## src/sfe_pkg.sv

```systemverilog
// Shared types, constants and CRC helper for the SUMD frame encoder.
`timescale 1ns / 1ps

package sfe_pkg;

    // Frame and channel limits.
    localparam int MAX_CHANNELS    = 16;
    localparam int CHAN_FULL_SCALE = 10000;
    localparam int COUNT_W         = 5;
    localparam logic [COUNT_W-1:0] COUNT_RESET = COUNT_W'(8);

    // Configuration port.
    localparam int APB_ADDR_W = 3;
    localparam int APB_DATA_W = 32;
    localparam logic REG_CHANNEL_COUNT = 1'b0;

    // Frame constants.
    localparam logic [15:0] SUMD_POLY   = 16'h1021;
    localparam logic [7:0]  SUMD_VENDOR = 8'hA8;
    localparam logic [7:0]  SUMD_STATUS = 8'h01;
    localparam int          SUMD_SCALE  = 3200;
    localparam logic [15:0] SUMD_CENTER = 16'd12000;

    // Channel value and scaling datapath widths.
    localparam int VALUE_W = 15;
    localparam int MAG_W   = VALUE_W;
    localparam int FS_W    = 14;
    localparam int NUM_W   = MAG_W + $clog2(SUMD_SCALE + 1);
    localparam int RECIP_SHIFT = NUM_W + FS_W;
    localparam int RECIP_W = RECIP_SHIFT - $clog2(CHAN_FULL_SCALE) + 1;
    localparam longint unsigned RECIP_FULL =
        ((longint'(1) << RECIP_SHIFT) + longint'(CHAN_FULL_SCALE) - 1) /
        longint'(CHAN_FULL_SCALE);
    localparam logic [RECIP_W-1:0] RECIP_M = RECIP_FULL[RECIP_W-1:0];
    localparam int PROD_W = NUM_W + RECIP_W;

    // Scaled channel word passed from the scaler to the serializer.
    typedef struct packed {
        logic        valid;
        logic [15:0] word;
    } chan_beat_t;

    // Byte position within the work for one channel.
    typedef enum logic [6:0] {
        ST_VENDOR  = 7'b0000001,
        ST_STATUS  = 7'b0000010,
        ST_COUNT   = 7'b0000100,
        ST_CHAN_HI = 7'b0001000,
        ST_CHAN_LO = 7'b0010000,
        ST_CRC_HI  = 7'b0100000,
        ST_CRC_LO  = 7'b1000000
    } step_t;

    // CRC-16, MSB first, one byte.
    function automatic logic [15:0] crc_feed(input logic [15:0] crc_in,
                                             input logic [7:0] data);
        logic [15:0] c;
        c = crc_in ^ {data, 8'h00};
        for (int i = 0; i < 8; i++) begin
            if (c[15]) begin
                c = {c[14:0], 1'b0} ^ SUMD_POLY;
            end else begin
                c = {c[14:0], 1'b0};
            end
        end
        return c;
    endfunction

    // Channel count as used in the frame: zero counts as one, large values saturate.
    function automatic logic [COUNT_W-1:0] eff_count(input logic [COUNT_W-1:0] count);
        logic [COUNT_W-1:0] r;
        r = count;
        if (count == '0) begin
            r = COUNT_W'(1);
        end else if (count > COUNT_W'(MAX_CHANNELS)) begin
            r = COUNT_W'(MAX_CHANNELS);
        end
        return r;
    endfunction

endpackage

```

## src/sfe_scaler.sv

```systemverilog
// Two-stage scaler from a signed channel value to the 16-bit SUMD channel word.
`timescale 1ns / 1ps

module sfe_scaler
    import sfe_pkg::*;
(
    input  logic                      aclk,
    input  logic                      aresetn,
    input  logic                      s_valid,
    output logic                      s_ready,
    input  logic signed [VALUE_W-1:0] s_channel_value,
    output chan_beat_t                chan_out,
    input  logic                      chan_ready
);

    logic               in_valid_reg, in_valid_next;
    logic               in_neg_reg;
    logic [NUM_W-1:0]   in_num_reg;
    logic               q_valid_reg, q_valid_next;
    logic [15:0]        word_reg;

    logic               in_take, q_take;
    logic               neg;
    logic [MAG_W-1:0]   mag;
    logic [NUM_W-1:0]   num;
    logic [PROD_W-1:0]  prod;
    logic [PROD_W-1:0]  quot;
    logic [15:0]        q16;
    logic [15:0]        word;

    assign q_take  = !q_valid_reg || chan_ready;
    assign in_take = !in_valid_reg || q_take;
    assign s_ready = in_take;

    // Magnitude times the scale; the quotient is taken on the magnitude so that
    // negative values truncate toward zero.
    assign neg = s_channel_value[VALUE_W-1];
    assign mag = neg ? (~MAG_W'(s_channel_value) + MAG_W'(1)) : MAG_W'(s_channel_value);
    assign num = NUM_W'(mag) * NUM_W'(SUMD_SCALE);

    // Division by the full scale as a multiply by its rounded-up reciprocal,
    // exact for every numerator this stage can hold.
    assign prod = PROD_W'(in_num_reg) * PROD_W'(RECIP_M);
    assign quot = prod >> RECIP_SHIFT;
    assign q16  = quot[15:0];
    assign word = in_neg_reg ? (SUMD_CENTER - q16) : (SUMD_CENTER + q16);

    always_comb begin
        in_valid_next = in_valid_reg;
        if (in_take) begin
            in_valid_next = s_valid;
        end
        q_valid_next = q_valid_reg;
        if (q_take) begin
            q_valid_next = in_valid_reg;
        end
    end

    always_ff @(posedge aclk) begin
        if (!aresetn) begin
            in_valid_reg <= 1'b0;
            q_valid_reg  <= 1'b0;
        end else begin
            in_valid_reg <= in_valid_next;
            q_valid_reg  <= q_valid_next;
        end
    end

    always_ff @(posedge aclk) begin
        if (in_take && s_valid) begin
            in_neg_reg <= neg;
            in_num_reg <= num;
        end
        if (q_take && in_valid_reg) begin
            word_reg <= word;
        end
    end

    assign chan_out.valid = q_valid_reg;
    assign chan_out.word  = word_reg;

endmodule

```

## src/sfe_serializer.sv

```systemverilog
// Frame sequencer: emits header, channel and CRC bytes one beat at a time.
`timescale 1ns / 1ps

module sfe_serializer
    import sfe_pkg::*;
(
    input  logic               aclk,
    input  logic               aresetn,
    input  logic [COUNT_W-1:0] channel_count,
    input  chan_beat_t         chan_in,
    output logic               chan_ready,
    output logic               m_valid,
    input  logic               m_ready,
    output logic [7:0]         m_out_byte,
    output logic               m_frame_end
);

    logic               job_valid_reg, job_valid_next;
    step_t              job_step_reg, job_step_next;
    logic               job_end_reg, job_end_next;
    logic [15:0]        job_chan_reg, job_chan_next;
    logic [COUNT_W-1:0] chan_index_reg, chan_index_next;
    logic [15:0]        crc_reg, crc_next;
    logic               m_valid_reg, m_valid_next;
    logic [7:0]         m_byte_reg, m_byte_next;
    logic               m_end_reg, m_end_next;

    logic               out_free, emit, last, job_take;
    logic [COUNT_W-1:0] eff, idx_inc;
    logic               load_end;
    logic [7:0]         byte_sel;
    logic               end_sel;
    step_t              step_adv;
    logic [15:0]        crc_adv;

    assign eff      = eff_count(channel_count);
    assign out_free = !m_valid_reg || m_ready;
    assign emit     = job_valid_reg && out_free;
    assign job_take = !job_valid_reg || (emit && last);
    assign chan_ready = job_take;

    assign idx_inc  = chan_index_reg + COUNT_W'(1);
    assign load_end = (idx_inc == '0) || (idx_inc >= eff);

    // Byte, CRC update and next position for the current step.
    always_comb begin
        byte_sel = 8'h00;
        end_sel  = 1'b0;
        step_adv = job_step_reg;
        crc_adv  = crc_reg;
        last     = 1'b0;
        unique case (job_step_reg)
            ST_VENDOR: begin
                byte_sel = SUMD_VENDOR;
                crc_adv  = crc_feed(16'h0000, SUMD_VENDOR);
                step_adv = ST_STATUS;
            end
            ST_STATUS: begin
                byte_sel = SUMD_STATUS;
                crc_adv  = crc_feed(crc_reg, SUMD_STATUS);
                step_adv = ST_COUNT;
            end
            ST_COUNT: begin
                byte_sel = 8'(eff);
                crc_adv  = crc_feed(crc_reg, 8'(eff));
                step_adv = ST_CHAN_HI;
            end
            ST_CHAN_HI: begin
                byte_sel = job_chan_reg[15:8];
                crc_adv  = crc_feed(crc_reg, job_chan_reg[15:8]);
                step_adv = ST_CHAN_LO;
            end
            ST_CHAN_LO: begin
                byte_sel = job_chan_reg[7:0];
                crc_adv  = crc_feed(crc_reg, job_chan_reg[7:0]);
                step_adv = ST_CRC_HI;
                last     = !job_end_reg;
            end
            ST_CRC_HI: begin
                byte_sel = crc_reg[15:8];
                step_adv = ST_CRC_LO;
            end
            ST_CRC_LO: begin
                byte_sel = crc_reg[7:0];
                end_sel  = 1'b1;
                crc_adv  = 16'h0000;
                last     = 1'b1;
            end
            default: begin
                byte_sel = 8'h00;
            end
        endcase
    end

    always_comb begin
        job_valid_next  = job_valid_reg;
        job_step_next   = job_step_reg;
        job_end_next    = job_end_reg;
        job_chan_next   = job_chan_reg;
        chan_index_next = chan_index_reg;
        crc_next        = crc_reg;
        m_valid_next    = m_valid_reg;
        m_byte_next     = m_byte_reg;
        m_end_next      = m_end_reg;

        if (emit) begin
            m_valid_next  = 1'b1;
            m_byte_next   = byte_sel;
            m_end_next    = end_sel;
            crc_next      = crc_adv;
            job_step_next = step_adv;
        end else if (m_ready) begin
            m_valid_next = 1'b0;
        end

        // A new channel loads as soon as the previous one has sent its last byte.
        if (job_take) begin
            job_valid_next = chan_in.valid;
            if (chan_in.valid) begin
                job_step_next   = (chan_index_reg == '0) ? ST_VENDOR : ST_CHAN_HI;
                job_end_next    = load_end;
                job_chan_next   = chan_in.word;
                chan_index_next = load_end ? '0 : idx_inc;
            end
        end
    end

    always_ff @(posedge aclk) begin
        if (!aresetn) begin
            job_valid_reg  <= 1'b0;
            job_step_reg   <= ST_VENDOR;
            chan_index_reg <= '0;
            crc_reg        <= 16'h0000;
            m_valid_reg    <= 1'b0;
        end else begin
            job_valid_reg  <= job_valid_next;
            job_step_reg   <= job_step_next;
            chan_index_reg <= chan_index_next;
            crc_reg        <= crc_next;
            m_valid_reg    <= m_valid_next;
        end
    end

    always_ff @(posedge aclk) begin
        job_end_reg  <= job_end_next;
        job_chan_reg <= job_chan_next;
        m_byte_reg   <= m_byte_next;
        m_end_reg    <= m_end_next;
    end

    assign m_valid     = m_valid_reg;
    assign m_out_byte  = m_byte_reg;
    assign m_frame_end = m_end_reg;

endmodule

```

## src/sumd_frame_encoder_top.sv

```systemverilog
// Top level of the SUMD frame encoder: register port, scaler and byte serializer.
//
// Each beat on the s_ channel carries one signed channel value. The m_ channel
// carries the frame one byte per beat: header bytes 0xA8, 0x01 and the channel
// count before the first channel, the scaled channel word high byte first, and
// after the last channel of the frame the CRC-16 high and low bytes, the low
// byte marked by m_frame_end.
// The channel_count register sits at address 0 of the APB port; write it only
// while the block is idle.
// The first byte of a channel passes the scaler input and output registers, the
// serializer job register and the output byte register before m_valid rises.
// The output byte lane sends one byte per cycle while m_ready allows; a channel
// is 2 bytes, plus 3 header bytes before the first and 2 CRC bytes after the last.
// The scaler stages keep taking beats while earlier bytes are still sent.
// When the receiver stalls, the output byte holds and the pipeline fills up,
// after which s_ready drops. Reset empties the pipeline, starts a new frame
// and sets channel_count to 8.
`timescale 1ns / 1ps

module sumd_frame_encoder_top
    import sfe_pkg::*;
(
    input  logic                      aclk,
    input  logic                      aresetn,
    input  logic                      psel,
    input  logic                      penable,
    input  logic                      pwrite,
    input  logic [APB_ADDR_W-1:0]     paddr,
    input  logic [APB_DATA_W-1:0]     pwdata,
    output logic [APB_DATA_W-1:0]     prdata,
    output logic                      pready,
    input  logic                      s_valid,
    output logic                      s_ready,
    input  logic signed [VALUE_W-1:0] s_channel_value,
    output logic                      m_valid,
    input  logic                      m_ready,
    output logic [7:0]                m_out_byte,
    output logic                      m_frame_end
);

    logic [COUNT_W-1:0] count_reg, count_next;
    logic               reg_sel;
    logic               wr_en;
    chan_beat_t         chan_beat;
    logic               chan_ready;

    assign pready  = 1'b1;
    assign reg_sel = (paddr[2] == REG_CHANNEL_COUNT);
    assign wr_en   = psel && penable && pwrite && pready && reg_sel;

    always_comb begin
        count_next = count_reg;
        if (wr_en) begin
            count_next = pwdata[COUNT_W-1:0];
        end
    end

    always_ff @(posedge aclk) begin
        if (!aresetn) begin
            count_reg <= COUNT_RESET;
        end else begin
            count_reg <= count_next;
        end
    end

    assign prdata = reg_sel ? APB_DATA_W'(count_reg) : '0;

    sfe_scaler u_scaler (
        .aclk            (aclk),
        .aresetn         (aresetn),
        .s_valid         (s_valid),
        .s_ready         (s_ready),
        .s_channel_value (s_channel_value),
        .chan_out        (chan_beat),
        .chan_ready      (chan_ready)
    );

    sfe_serializer u_serializer (
        .aclk          (aclk),
        .aresetn       (aresetn),
        .channel_count (count_reg),
        .chan_in       (chan_beat),
        .chan_ready    (chan_ready),
        .m_valid       (m_valid),
        .m_ready       (m_ready),
        .m_out_byte    (m_out_byte),
        .m_frame_end   (m_frame_end)
    );

endmodule

```

## config.mk

```make
export PLATFORM = sky130hd
export DESIGN_NAME = sumd_frame_encoder_top
export DESIGN_NICKNAME = d
export VERILOG_FILES = /design/src/sfe_pkg.sv /design/src/sfe_scaler.sv /design/src/sfe_serializer.sv /design/src/sumd_frame_encoder_top.sv
export SDC_FILE = /design/constraint.sdc
export NUM_CORES = 1
export LEC_CHECK = 0
export ABC_AREA = 1
export BUFFER_PORTS_ARGS = -buffer_cell sky130_fd_sc_hd__buf_2
export CAP_MARGIN = 10
export CORE_UTILIZATION = 50
export DETAILED_ROUTE_END_ITERATION = 8
export GPL_TIMING_DRIVEN = 0
export PLACE_DENSITY = 0.67
export SYNTH_ARGS = -nofsm -noshare
export SYNTH_HDL_FRONTEND = slang
export SYNTH_HIERARCHICAL = 1
export SYNTH_SLANG_ARGS = --single-unit
```

## constraint.sdc

```tcl
create_clock -name aclk -period 7.1 [get_ports aclk]
set_input_delay 1.42 -clock aclk [delete_from_list [all_inputs] [get_ports aclk]]
set_output_delay 1.42 -clock aclk [all_outputs]
set_load 0.02 [all_outputs]
```

==> results.md <==
Floorplan:
- The row count is about 70.
- The initial standard-cell utilization of the core is just over 50%.
- The core region is approximately 38000 sq um.
- The x dimension of the die is just under 200 um.
- The die span in y is 197 um.
- The die area is between 30000 and 40000 sq um.
- In this run the count of I/O pins placed on the die edge is ~100.

Min path:
- The cell depth of the worst min-delay path is 0.
- The class of the tightest hold or removal check is flop to flop.

Critical path:
- On the worst path, the slowest cell contributes a delay of approximately 560 ps.
- The setup slack of the worst register-to-register path is about 270 ps.
- The nature of the critical path endpoint is a flop.
- The required time of the worst setup path is 7230 ps.
- The largest individual stage delay along the critical path comes from the cell edfxtp_1.
- The number of buffer and inverter instances along the worst setup path is 9.
- In this run the number of cells on the critical path is 31.
- The top cell family by delay on the critical path is adder cells.
- The number of cells on the worst reg-to-reg path is 31.
- For the worst setup path, the data arrival time is between 6000 and 7000 ps.
- The critical path is of the flop to flop type.
- The dominant cell type by count on the critical path is inv_1.
- The startpoint type of the worst setup path is a flop.
- Of all nets on the critical path, the largest fanout is 6.

Route:
- In the routed design, unresolved DRC markers number 0.
- The iteration count of the initial detailed-routing pass is 5.
- In the final routed layout, each cell accounts on average for about 16 um.
- The detailed router finished its first iteration with around 870 violations.
- The sum of routed wire length over all layers is 50000 um.
- In the routed layout, each cell is associated on average with a via count of 4.98.
- The remaining number of nets flagged by the antenna check after routing is 0.
- The final route contains approximately 15k vias.

Clock tree:
- The number of clock buffers inserted by TritonCTS is 9.
- The later pin in the worst-skew pair is clocked with a latency of 380 ps.
- The TritonCTS clock tree is done.
- The clock passes through at most 2 buffers.
- Clock tree synthesis selected as its root buffer the cell clkbuf_16.
- The count of hold buffers inserted by post-cts repair is 0.
- The TritonCTS sink count is 100.
- The number of H-tree branching levels is 3.
- The clock slew seen by the registers of the worst setup and hold paths is around 80 ps.

STA:
- The number of max-slew violations in the final report is 0.
- The slew of the pin with the lowest slew margin is 888 ps.
- For the finished layout, the period the worst path requires is approximately 6800 ps.
- The worst pin sits at a relative slew slack of about 40%.
- The number of setup violations in the final report is 0.
- Based on the critical path, the design can be clocked at up to 146 MHz.
- Between clock sinks in the finished design, the worst skew comes to between 10 and 15 ps.
- The final number of hold-violating endpoints is 0.
- The final critical-path share of the clock period is between 90 and 100%.

Synthesis:
- During synthesis, Yosys emitted a total of 6 warnings.
- The number of synthesized register bits is 100.
- Counting every instance in the synthesized netlist gives between 2k and 2.5k.
- The async set-or-reset flop fraction in the synthesized netlist is 0%.
- The post-synthesis cell area is approximately 19000 sq um.
- The mean cell area of the mapped netlist is roughly 7.9 sq um.
- The number of synthesized flops with an enable pin is between 60 and 70.
- The most common flop cell mapped by yosys is edfxtp_1.
- The number of library cell types mapped by synthesis is 56.
- The share of the Yosys chip area taken by registers is 13.8%.

Global routing:
- The pin count of the biggest net entering global routing is 22.
- In the global route stage, overall resource usage came out at about 28%.
- The initial antenna violation count is 0.
- The number of global-route vias before repair is between 15k and 20k.
- The first global-routing pass estimated between 80000 and 90000 um of wire.
- For this run the aggregate overflow at the end of global routing stands at 0.

Finish:
- The synthesis-to-layout area growth is 10.0%.
- The fraction of final layout cells sized beyond drive strength 1 is 12.6%.
- The filler-free cell count of the finished design is around 3k.
- The total of fill cells in the finished design is 3524.
- The post-layout net count is 3092.
- The number of flip-flops in the largest register is 20.
- The most common cell after layout, fill and taps aside is inv_1.
- The library cells used most frequently in the layout, excluding fill and tap cells, are 585 x inv_1, 481 x nand2_1, 254 x ha_1.

Placed design:
- The post-placement cell count is ~3k.
- In this run the tool buffered the top-level ports with 43 buffer cells.
- The final HPWL from detailed placement is about 43000 um.
- Routability-driven placement finished with a final weighted congestion of just under 1.

Status:
- The run finished with clean final reports.

Flow run:
- The max capacitance violation total is 0.
-- area by class of cell --
cell class / count / area, sq um / share of cell area (%)
multi-input cells: 1674 / 14100 / 67.5
flip-flops and latches: 100 / 2630 / 12.6
inverters: 615 / 2320 / 11.1
well taps: 511 / 639 / 3.05
repair buffers: 85 / 538 / 2.57
plain buffers: 47 / 337 / 1.61
clock buffers: 9 / 225 / 1.08
clock inverters: 7 / 119 / 0.567
diodes: 1 / 2.50 / 0.0119
-- layer usage --
| metal | up-vias | track usage, % | share of wire, % |
|---|---|---|---|
| met4 | 0 | 6.98 | 2.2 |
| met1 | 7212 | 35.3 | 43 |
| met5 | - | 0 | 0 |
| li1 | 7562 | - | - |
| met3 | 62 | 3.86 | 5.1 |
| met2 | 351 | 49.3 | 49 |
-- cells in the mapped netlist (all sizes together), types with 6 or more instances --
library cell	number	share of area, %
buf	41	1.6
edfxtp	63	9.9
nor3	16	0.61
o21ai	62	1.7
nand4	23	0.79
a21oi	96	2.7
fa	227	24
ha	276	18
clkbuf	6	0.19
xor2	49	2.4
dfxtp	37	3.9
nand3	106	3.0
o21bai	11	0.43
xnor2	31	1.5
inv	613	12
nor2	180	4.3
nand2	532	11
-- worst paths after layout --
path	from	endpoint
worst max register to register	u_scaler/in_num_reg[17]	u_scaler/word_reg[13]
worst max-delay path	u_scaler/in_num_reg[17]	u_scaler/word_reg[13]
worst min register to register	u_scaler/word_reg[12]	u_serializer/job_chan_reg[12]
worst min-delay path	u_scaler/word_reg[12]	u_serializer/job_chan_reg[12]
-- logic make-up (layout without fill, tap and decap cells) --
| kind of cell | Yosys count | count (layout) | share of synthesized area (%) |
|---|---|---|---|
| compound gates | 195 | 195 | 5.88 |
| xor+xnor | 80 | 80 | 3.82 |
| fa+ha+maj | 503 | 503 | 42.0 |
| buf+inv | 662 | 763 | 13.9 |
| flops | 100 | 100 | 13.8 |
| other cells | 2 | 29 | 0.0395 |
| simple gates | 868 | 868 | 20.5 |
-- per-stage QoR --
stage / setup slack, ps / area (sq um) / setup TNS [ps] / hold slack [ps] / utilization [%]
6_report: 268 / 20900 / 0 / 423 / 55.7
5_1_grt: -12.1 / 20900 / -33.5 / 429 / 55.7
4_1_cts: -1.88 / 20500 / -1.88 / 425 / 54.5
3_5_place_dp: -239 / 20000 / -1660 / 407 / 53.2
3_3_place_gp: -262 / 20000 / -1730 / 402 / 53.2
2_1_floorplan: 645 / 19100 / 0 / 400 / -
-- what timing repair did --
action | in CTS | in global routing
gates resized for setup | 8 | 56
pin swaps | 0 | 21
setup endpoints to repair | 9 | 12
setup buffers | 12 | 29
Power is left out: the tool's default activity adds up to more than one toggle a clock period on the data nets, which glitch-free logic cannot reach.
